[src/design/dsms_pkg.sv]
// Shared types, register indexes and coil tables for the dual stepper sequencer.
`default_nettype none
package dsms_pkg;

  localparam int unsigned CfgIdxW = 3;

  localparam logic [CfgIdxW-1:0] CFG_Y_STEPS_PER_REV = 3'd0;
  localparam logic [CfgIdxW-1:0] CFG_X_STEPS_PER_REV = 3'd1;
  localparam logic [CfgIdxW-1:0] CFG_Y_STEP_DELAY    = 3'd2;
  localparam logic [CfgIdxW-1:0] CFG_X_STEP_DELAY    = 3'd3;
  localparam logic [CfgIdxW-1:0] CFG_FOUR_WIRE       = 3'd4;

  localparam logic CMD_MOVE = 1'b0;
  localparam logic CMD_TICK = 1'b1;

  localparam logic [15:0] ELAPSED_MAX = 16'hFFFF;
  localparam logic [14:0] REMAIN_MAX  = 15'h7FFF;
  localparam logic [15:0] MOVE_MOST_NEG = 16'h8000;

  // Per-item commands from the top level to one motor.
  typedef struct packed {
    logic tick;
    logic load;
  } motor_ctrl_t;

  // Status of one motor for the item under work.
  typedef struct packed {
    logic active;       // steps remain before this item
    logic stepped;      // a step is taken on this item
    logic active_next;  // steps remain after this item
  } motor_status_t;

  function automatic logic [3:0] coil_pattern(input logic four, input logic [1:0] phase);
    logic [3:0] pat;
    if (four) begin
      unique case (phase)
        2'd0: pat = 4'h5;
        2'd1: pat = 4'h6;
        2'd2: pat = 4'hA;
        2'd3: pat = 4'h9;
      endcase
    end else begin
      unique case (phase)
        2'd0: pat = 4'h2;
        2'd1: pat = 4'h3;
        2'd2: pat = 4'h1;
        2'd3: pat = 4'h0;
      endcase
    end
    return pat;
  endfunction

endpackage
`default_nettype wire

[src/design/dual_stepper_move_sequencer_unit.sv]
// Top level of the dual stepper move sequencer with configuration registers.
`default_nettype none
// Sequencer for two full-step stepper motors, Y and X. Each input transfer is
// either a move command (cmd = 0) carrying signed step counts, or a one
// millisecond tick (cmd = 1). Every input produces exactly one result with the
// coil levels, step flags, positions and busy/refused status. An input lands in
// an input register; the motor update runs combinationally from there into the
// output register, so one item is accepted per cycle while the output is not
// stalled, and the result is registered in the output register behind the input
// register. While a result waits, one more item can be taken into the input
// register; after that the input stalls until the waiting result is transferred.
// Registers are written through the configuration channel, which is always
// ready; write them only while no item is in flight.
module dual_stepper_move_sequencer_unit (
  input  wire logic        clk,
  input  wire logic        rst,
  input  wire logic        cfg_valid,
  output logic             cfg_ready,
  input  wire logic [2:0]  cfg_index,
  input  wire logic [15:0] cfg_data,
  input  wire logic        in_valid,
  output logic             in_ready,
  input  wire logic        cmd,
  input  wire logic signed [15:0] y_move,
  input  wire logic signed [15:0] x_move,
  output logic             out_valid,
  input  wire logic        out_ready,
  output logic [3:0]       y_coils,
  output logic [3:0]       x_coils,
  output logic             y_stepped,
  output logic             x_stepped,
  output logic [15:0]      y_pos,
  output logic [15:0]      x_pos,
  output logic             busy_res,
  output logic             move_refused
);
  import dsms_pkg::*;

  logic [15:0] y_steps_per_rev;
  logic [15:0] x_steps_per_rev;
  logic [15:0] y_step_delay;
  logic [15:0] x_step_delay;
  logic        four_wire;

  logic        s1_valid;
  logic        s1_cmd;
  logic [15:0] s1_y_move;
  logic [15:0] s1_x_move;

  logic          advance;
  logic          busy;
  logic          refused;
  motor_ctrl_t   ctrl;
  motor_status_t y_status;
  motor_status_t x_status;
  logic [15:0]   y_pos_next;
  logic [15:0]   x_pos_next;
  logic [3:0]    y_coils_next;
  logic [3:0]    x_coils_next;

  assign cfg_ready = 1'b1;

  always_ff @(posedge clk) begin
    if (rst) begin
      y_steps_per_rev <= 16'd200;
      x_steps_per_rev <= 16'd200;
      y_step_delay    <= 16'd100;
      x_step_delay    <= 16'd100;
      four_wire       <= 1'b1;
    end else if (cfg_valid && cfg_ready) begin
      unique case (cfg_index)
        CFG_Y_STEPS_PER_REV: y_steps_per_rev <= cfg_data;
        CFG_X_STEPS_PER_REV: x_steps_per_rev <= cfg_data;
        CFG_Y_STEP_DELAY:    y_step_delay    <= cfg_data;
        CFG_X_STEP_DELAY:    x_step_delay    <= cfg_data;
        CFG_FOUR_WIRE:       four_wire       <= cfg_data[0];
        default: ;
      endcase
    end
  end

  assign advance  = s1_valid && (!out_valid || out_ready);
  assign in_ready = !s1_valid || advance;

  always_ff @(posedge clk) begin
    if (rst) begin
      s1_valid <= 1'b0;
    end else if (in_ready) begin
      s1_valid <= in_valid;
    end
  end

  always_ff @(posedge clk) begin
    if (in_valid && in_ready) begin
      s1_cmd    <= cmd;
      s1_y_move <= y_move;
      s1_x_move <= x_move;
    end
  end

  // A move is taken only when neither motor has steps left.
  always_comb begin
    busy      = y_status.active || x_status.active;
    refused   = (s1_cmd == CMD_MOVE) && busy;
    ctrl.tick = (s1_cmd == CMD_TICK);
    ctrl.load = (s1_cmd == CMD_MOVE) && !busy;
  end

  dsms_motor u_motor_y (
    .clk           (clk),
    .rst           (rst),
    .en            (advance),
    .ctrl          (ctrl),
    .move_val      (s1_y_move),
    .steps_per_rev (y_steps_per_rev),
    .step_delay    (y_step_delay),
    .four_wire     (four_wire),
    .status        (y_status),
    .position_next (y_pos_next),
    .coils_next    (y_coils_next)
  );

  dsms_motor u_motor_x (
    .clk           (clk),
    .rst           (rst),
    .en            (advance),
    .ctrl          (ctrl),
    .move_val      (s1_x_move),
    .steps_per_rev (x_steps_per_rev),
    .step_delay    (x_step_delay),
    .four_wire     (four_wire),
    .status        (x_status),
    .position_next (x_pos_next),
    .coils_next    (x_coils_next)
  );

  always_ff @(posedge clk) begin
    if (rst) begin
      out_valid <= 1'b0;
    end else if (advance) begin
      out_valid <= 1'b1;
    end else if (out_ready) begin
      out_valid <= 1'b0;
    end
  end

  always_ff @(posedge clk) begin
    if (advance) begin
      y_coils      <= y_coils_next;
      x_coils      <= x_coils_next;
      y_stepped    <= y_status.stepped;
      x_stepped    <= x_status.stepped;
      y_pos        <= y_pos_next;
      x_pos        <= x_pos_next;
      busy_res     <= y_status.active_next || x_status.active_next;
      move_refused <= refused;
    end
  end

`ifndef SYNTHESIS
  a_empty_stage_ready: assert property (@(posedge clk) disable iff (rst)
    !s1_valid |-> in_ready)
    else $error("input register empty but input not ready");

  a_advance_fills_output: assert property (@(posedge clk) disable iff (rst)
    advance |=> out_valid)
    else $error("item left the input register without a result");

  a_refused_no_load: assert property (@(posedge clk) disable iff (rst)
    s1_valid && refused |-> !ctrl.load)
    else $error("refused move still loaded a motor");

  a_two_wire_y: assert property (@(posedge clk) disable iff (rst)
    out_valid && y_stepped && !four_wire |-> y_coils[3:2] == 2'b00)
    else $error("two-wire Y step drove upper coil bits");

  a_two_wire_x: assert property (@(posedge clk) disable iff (rst)
    out_valid && x_stepped && !four_wire |-> x_coils[3:2] == 2'b00)
    else $error("two-wire X step drove upper coil bits");
`endif

endmodule
`default_nettype wire

[src/design/dsms_motor.sv]
// State and step logic of one stepper motor.
`default_nettype none
module dsms_motor (
  input  wire logic                  clk,
  input  wire logic                  rst,
  input  wire logic                  en,
  input  wire dsms_pkg::motor_ctrl_t ctrl,
  input  wire logic [15:0]           move_val,
  input  wire logic [15:0]           steps_per_rev,
  input  wire logic [15:0]           step_delay,
  input  wire logic                  four_wire,
  output dsms_pkg::motor_status_t    status,
  output logic [15:0]                position_next,
  output logic [3:0]                 coils_next
);
  import dsms_pkg::*;

  logic [15:0] position;
  logic        forward;
  logic [14:0] remaining;
  logic [15:0] elapsed;
  logic [3:0]  coil_state;

  logic [15:0] elapsed_t;
  logic [15:0] neg_val;
  logic [14:0] rem_l;
  logic        fwd_l;
  logic [15:0] n;
  logic        step;
  logic [15:0] pos_step;
  logic [16:0] pos_inc;
  logic        forward_next;
  logic [14:0] remaining_next;
  logic [15:0] elapsed_next;

  always_comb begin
    elapsed_t = (ctrl.tick && elapsed != ELAPSED_MAX) ? elapsed + 16'd1 : elapsed;

    neg_val = 16'd0 - move_val;
    rem_l   = remaining;
    fwd_l   = forward;
    if (ctrl.load) begin
      if (move_val[15]) begin
        rem_l = (move_val == MOVE_MOST_NEG) ? REMAIN_MAX : neg_val[14:0];
        fwd_l = 1'b0;
      end else begin
        rem_l = move_val[14:0];
        if (move_val != 16'd0) begin
          fwd_l = 1'b1;
        end
      end
    end

    // A zero revolution length behaves as one step per revolution.
    n    = (steps_per_rev == 16'd0) ? 16'd1 : steps_per_rev;
    step = (rem_l != 15'd0) && (elapsed_t >= step_delay);

    pos_inc = {1'b0, position} + 17'd1;
    if (fwd_l) begin
      pos_step = (pos_inc >= {1'b0, n}) ? 16'd0 : pos_inc[15:0];
    end else begin
      pos_step = (position == 16'd0 || position >= n) ? n - 16'd1 : position - 16'd1;
    end

    forward_next   = fwd_l;
    position_next  = step ? pos_step : position;
    remaining_next = step ? rem_l - 15'd1 : rem_l;
    elapsed_next   = step ? 16'd0 : elapsed_t;
    coils_next     = step ? coil_pattern(four_wire, pos_step[1:0]) : coil_state;

    status.active      = (remaining != 15'd0);
    status.stepped     = step;
    status.active_next = (remaining_next != 15'd0);
  end

  always_ff @(posedge clk) begin
    if (rst) begin
      position   <= 16'd0;
      forward    <= 1'b0;
      remaining  <= 15'd0;
      elapsed    <= ELAPSED_MAX;
      coil_state <= 4'd0;
    end else if (en) begin
      position   <= position_next;
      forward    <= forward_next;
      remaining  <= remaining_next;
      elapsed    <= elapsed_next;
      coil_state <= coils_next;
    end
  end

endmodule
`default_nettype wire

[config.mk]
export PLATFORM = sky130hd
export DESIGN_NAME = dual_stepper_move_sequencer_unit
export DESIGN_NICKNAME = d
export VERILOG_FILES = /design/src/design/dsms_pkg.sv /design/src/design/dual_stepper_move_sequencer_unit.sv /design/src/design/dsms_motor.sv
export SDC_FILE = /design/constraint.sdc
export NUM_CORES = 1
export LEC_CHECK = 0
export BUFFER_PORTS_ARGS = -buffer_cell sky130_fd_sc_hd__buf_2
export CAP_MARGIN = 25
export CORE_MARGIN = 8
export CORE_UTILIZATION = 41
export DETAILED_ROUTE_END_ITERATION = 8
export PLACE_DENSITY = 0.61
export SLEW_MARGIN = 5
export SYNTH_ARGS = -nofsm -noshare
export SYNTH_HDL_FRONTEND = slang
export SYNTH_SLANG_ARGS = --single-unit
[constraint.sdc]
create_clock -name clk -period 15.5 [get_ports clk]
set_input_delay 1.55 -clock clk [delete_from_list [all_inputs] [get_ports clk]]
set_output_delay 1.55 -clock clk [all_outputs]
set_load 0.03 [all_outputs]
After elaboration in Yosys (flattened, before gate mapping)
Index checks and enable logic that the tools add are counted.
Widths: inputs -> output; s select.
{ "totals": {"register_bits": 248, "wordCells": 137} }
{ "op_classes": {"n_reduce_logical": 38, "add_sub_neg": 12, "n_bitwise": 1, "muxes": 38, "magnitude_cmp": 6, "eq_ne": 14} }
{ "ops": {"columns": ["op", "n"], "rows": [
  ["$mux 16", 14],
  ["$mux 15", 8],
  ["$reduce_bool 15->1", 6],
  ["$ge 16x16->1", 4],
  ["$logic_not 16->1", 4],
  ["$pmux 4 s4", 4],
  ["$sub 16x1->16 const B", 4],
  ["$add 16x1->17 const B", 2],
  ["$ge 17x16->1", 2],
  ["$add 16x1->16 const B", 2],
  ["$eq 16x16->1 const B", 2],
  ["$ne 16x16->1 const B", 2],
  ["$reduce_bool 16->1", 2],
  ["$sub 1x15->15 const A", 2],
  ["$sub 15x1->15 const B", 2],
  ["$mux 4", 4],
  ["$reduce_and 2->1", 5],
  ["$eq 2x2->1 const B", 4],
  ["$logic_and 1x1->1", 8],
  ["$mux 1", 8],
  ["$eq 3x2->1 const B", 2],
  ["$logic_or 1x1->1", 6],
  ["$eq 2x1->1 const B", 2],
  ["$logic_not 2->1", 2],
  ["6 further kinds", 8]
]} }

Logic depth before layout (Yosys ltp)
{ "logic_depth": {"word_depth": 10, "depth_mapped": 22, "depth_no_buf": 20} }

Hierarchy
From an unflattened synthesis, not the netlist that was laid out.
{ "unflattened": {"hier_cells": 2036, "hier_area_um2": 17384.2} }
{ "by_module_without_submodules": {"columns": ["module", "area_each_um2", "cells_per_inst", "instances", "seq_area_each_um2"], "rows": [
  ["dsms_motor (u_motor_x)", 6222.2, 854, 1, 1041.0],
  ["dsms_motor (u_motor_y)", 6123.4, 849, 1, 1041.0],
  ["dual_stepper_move_sequencer_unit", 5038.6, 333, 1, 3653.5]
]} }

Worst setup path before layout
Ideal clock, no wire load.
{ "synth_timing": {"path_type": "reg2reg", "startpoint": "register u_motor_x.elapsed[4]", "endpoint": "register busy_res (data pin)", "path_stages_with_launch": 21, "path_slack_ns": 10.616, "setup_time_ns": 0.267, "required_ns": 15.233, "t_arrival_ns": 4.618, "n_path_buf": 2, "synth_period_minus_slack_ns": 4.884, "path_cell_list": "dfxtp_1 > clkbuf_1 > and4_1 > and2_1 > and4_1 > nand4_1 > o21a_1 > nand2_1 > nor2_1 > and4_1 > xor2_1 > ha_1 > and4_1 > o211ai_1 > o31ai_1 > o41ai_4 > buf_2 > or3_1 > o211a_1 > nor4_1 > nand3_1"} }
{ "synth_between": {"elab_chain_cells": 8} }
{ "synth_lines": {"columns": ["element", "line_no", "text"], "rows": [
  ["start, declared", "dsms_motor.sv:21", "logic [15:0] elapsed;"],
  ["start signal, assigned", "dsms_motor.sv:87", "elapsed <= elapsed_next;"],
  ["parallel branches: the longest is 2 deep, another holds $add 16x1->16", null, null],
  ["$mux 16 (*)", "dsms_motor.sv:37", "elapsed_t = (ctrl.tick && elapsed != ELAPSED_MAX) ? elapsed + 16'd1 : elapsed;"],
  ["$ge 16x16->1 (*)", "dsms_motor.sv:56", "step = (rem_l != 15'd0) && (elapsed_t >= step_delay);"],
  ["$logic_and 1x1->1 (*)", "dsms_motor.sv:56", null],
  ["$mux 15 (*)", "dsms_motor.sv:67", "remaining_next = step ? rem_l - 15'd1 : rem_l;"],
  ["$reduce_bool 15->1 (*)", "dsms_motor.sv:73", "status.active_next = (remaining_next != 15'd0);"],
  ["$logic_or 1x1->1 (*)", "dual_stepper_move_sequencer_unit.sv:155", "busy_res <= y_status.active_next || x_status.active_next;"],
  ["end signal, assigned", "dual_stepper_move_sequencer_unit.sv:155", null],
  ["end, declared", "dual_stepper_move_sequencer_unit.sv:34", "output logic busy_res,"]
]} }
Mark *: on every way between the ends.
A chain may end at the register's enable or synchronous reset.

Worst setup path in the final report
{ "layout_timing": {"startpoint": "register u_motor_x.elapsed[6]", "endpoint": "register busy_res (data pin)"} }
The elaborated chain is that of the path after synthesis.

==> out/qor.yml <==
detailed_routing:
  ant_nets: 0
  drc: 0
  drt-initial-drc-count: 1028
  vias: 15131
  wl_per_cell_um: 18.2
  firstDrtPassIters: 5
  wirelength_um: 48100
  vias_per_cell: 5.73
global_route:
  grt_usage_pct: 19.6
  grt_start_max_net_pins: 93
  first_global_vias: 14645
  antenna_found_initial: 0
  grt_overflow: 0
  grt_first_pass_wirelength_um: 77200
clock_network:
  cts-htree-levels: 1
  cts_setup_buffers: 0
  cts.clk_slew.worst_paths_ns: 0.06
  cts_resized: 0
  cts_tree: "yes"
  cts_buffer_depth: 3
  cts_buffers: 30
  clock_latency_ns: 0.59
  clock-sinks: 248
  cts_hold_buffers: 0
  cts-root-buf: "clkbuf_16"
critical_path:
  endpoint: "busy_res"
  cp-end-kind: "register"
  setup.worst_path.start_class: "register"
  crit_buf_inv: 2
  max_stage_delay_ns: 0.81
  crit_chain: "and4_1 > and2_1 > and4_1 > nand4_1 > o21a_1 > nand2_1 > nor2_1 > and4_1 > xor2_1 > ha_1 > and4_1 > o211ai_1 > o31ai_1 > o41ai_4 > buf_4 > inv_2 > a41oi_1 > o211a_1 > nor4_1 > nand3_1"
  path_common_cell: "and4_1"
  cp_max_fo: 39
  r2r-start: "u_motor_x.elapsed[6]"
  reg2reg_depth: 20
  cp_slowest_cell: "o31ai_1"
  crit_cells: 20
  r2r_slack_ns: 9.30
  arrival_ns: 6.50
  worstPathRequired_ns: 15.80
  crit_type: "register to register"
  cp_top_family: "simple AND/OR/NAND/NOR gates"
  critPathLaunch: "u_motor_x.elapsed[6]"
  reg2reg_to: "busy_res"
floorplan:
  coreArea_mm2: 0.0406
  dieHeight_um: 218
  die_w_um: 218
  rows: 74
  dieArea_mm2: 0.0474
  num_io_pins: 104
  start_util_pct: 41.2
synth:
  synth-edff-count: 77
  ys.flop_type: "dfxtp_1"
  yosysTopAreaCell: "dfxtp_1"
  ys_seq_elements: 248
  yosysUniqueCellTypes: 89
  yosys_warnings: 0
  synth_cells: 2057
  synthesis.area_mm2: 0.0167
  yosysSeqAreaShare_pct: 34.4
  synth_top_area_share_pct: 20.5
  yosys-top-cells-area: "dfxtp_1 (21%), edfxtp_1 (14%), ha_1 (8.1%)"
  syn-mean-instance-area_um2: 8.11
  async_flop_share_pct: 0
  syn_nets: 2222
cells_and_area:
  num-fill-cells: 4020
  syn_to_final_growth_pct: 10.6
  antennaDiodeCount: 0
  multi_input_area_mm2: 0.0101
  mostFrequentLayoutCells: "nand2_1 (298), dfxtp_1 (171), nor2_1 (159)"
  seq_area_mm2: 0.00574
  drive_gt1_share_pct: 9.49
  nNetsFinal: 2248
  final_common_cell: "nand2_1"
run_status:
  status: "finished clean"
sta:
  hold_viol_final: 0
  tightest_slew_ns: 1.02
  fin_crit_ns: 6.20
  tns_ns: 0
  clock_skew_ns: 0.0357
  setup_viol: 0
  grt_setup_unrepaired: "false"
  slew_viol_final: 0
  period_share_pct: 40.0
  fmax_ghz: 0.161
  timing.slew.headroom_pct: 32.2
run:
  drv_cap: 0
placement:
  gp_congestion: 0.912
  port_buffers: 102
  dp_hpwl_um: 35100
min_path:
  hold_class: "register to register"
[cell usage after synthesis (25+ instances only)]
library cell and instances:
edfxtp_1 77, nor2_1 159, xnor2_1 86, a211oi_1 26
a21o_1 35, ha_1 108, nor2b_1 25, dfxtp_1 171
nand4_1 41, nand2_1 298, and3_1 26, xor2_1 39
clkbuf_1 95, a21oi_1 152, o21ai_0 86, nor4_1 40
nor3_1 55, nand3_1 59, inv_1 92
[routing by layer]
metal,GRT usage [%],vias up,part of all wire [%]
met5,0,-,0
met4,6.81,0,3.4
met3,3.27,98,5.2
met2,32.6,420,46
met1,25.4,7118,45
li1,-,7495,-
[flip-flops by register name, summed over array words and instances (netlist names), 4 cells and up]
register and cells:
s1_x_move 16, s1_y_move 16, u_motor_x.elapsed 16, u_motor_x.position 16
u_motor_y.elapsed 16, u_motor_y.position 16, x_pos 16, x_step_delay 16
x_steps_per_rev 16, y_pos 16, y_step_delay 16, y_steps_per_rev 16
u_motor_x.remaining 15, u_motor_y.remaining 15, u_motor_x.coil_state 4, u_motor_y.coil_state 4
x_coils 4, y_coils 4
[cell families (layout without fill, tap and decap cells)]
family,count (synthesis),count (layout),synth area share [%]
and+or+nand+nor,830,830,24.2
AOI/OAI and AO/OA,499,499,19.9
DFF,248,248,34.4
buffers and inverters,216,266,5.07
xor gates and xnor gates,125,125,6.56
adders and majority gates,108,108,8.10
muxes,30,30,1.87
other,1,1,0.0225
[worst min-delay path by stage]
stage / from / end / slack (ns) / cells past startpoint
3_3_place_gp: u_motor_x.coil_state[2] / u_motor_x.coil_state[2] / 0.44 / 2
6_report: x_step_delay[1] / x_step_delay[1] / 0.45 / 2
2_1_floorplan: u_motor_x.elapsed[7] / u_motor_x.elapsed[7] / 0.43 / 2
3_5_place_dp: u_motor_x.forward / u_motor_x.forward / 0.45 / 2
4_1_cts: u_motor_x.coil_state[2] / u_motor_x.coil_state[2] / 0.46 / 2
5_1_grt: x_step_delay[12] / x_step_delay[12] / 0.47 / 2
[tightest hold or removal path, stage by stage, from the launching register on]
cell	delay [ns]
dfxtp_1	0.30
nand2_1	0.05
a21oi_1	0.05
[cell type report]
type	count	area share, %
clock buffers	45	4.60
clock inverters	11	0.610
inverters	94	1.92
multi-input cells	1593	54.8
flip-flops and latches	248	31.1
well taps	532	3.61
repair buffers	116	3.37
[through the flow]
step	area [µm²]	worst slack (ns)	utilization, %	hold WS (ns)	cells
finish	18500	9.30	45.5	0.454	2639
global route	18500	8.85	45.5	0.472	2639
CTS	18500	9.35	45.5	0.456	2639
detailed placement	17500	9.37	43.2	0.447	2583
global placement	17500	9.48	43.1	0.442	2582
floorplan	16700	10.62	-	0.427	2057
Power is not shown: default switching activity piles up to over one toggle a cycle in this logic, so the estimate is an artifact.
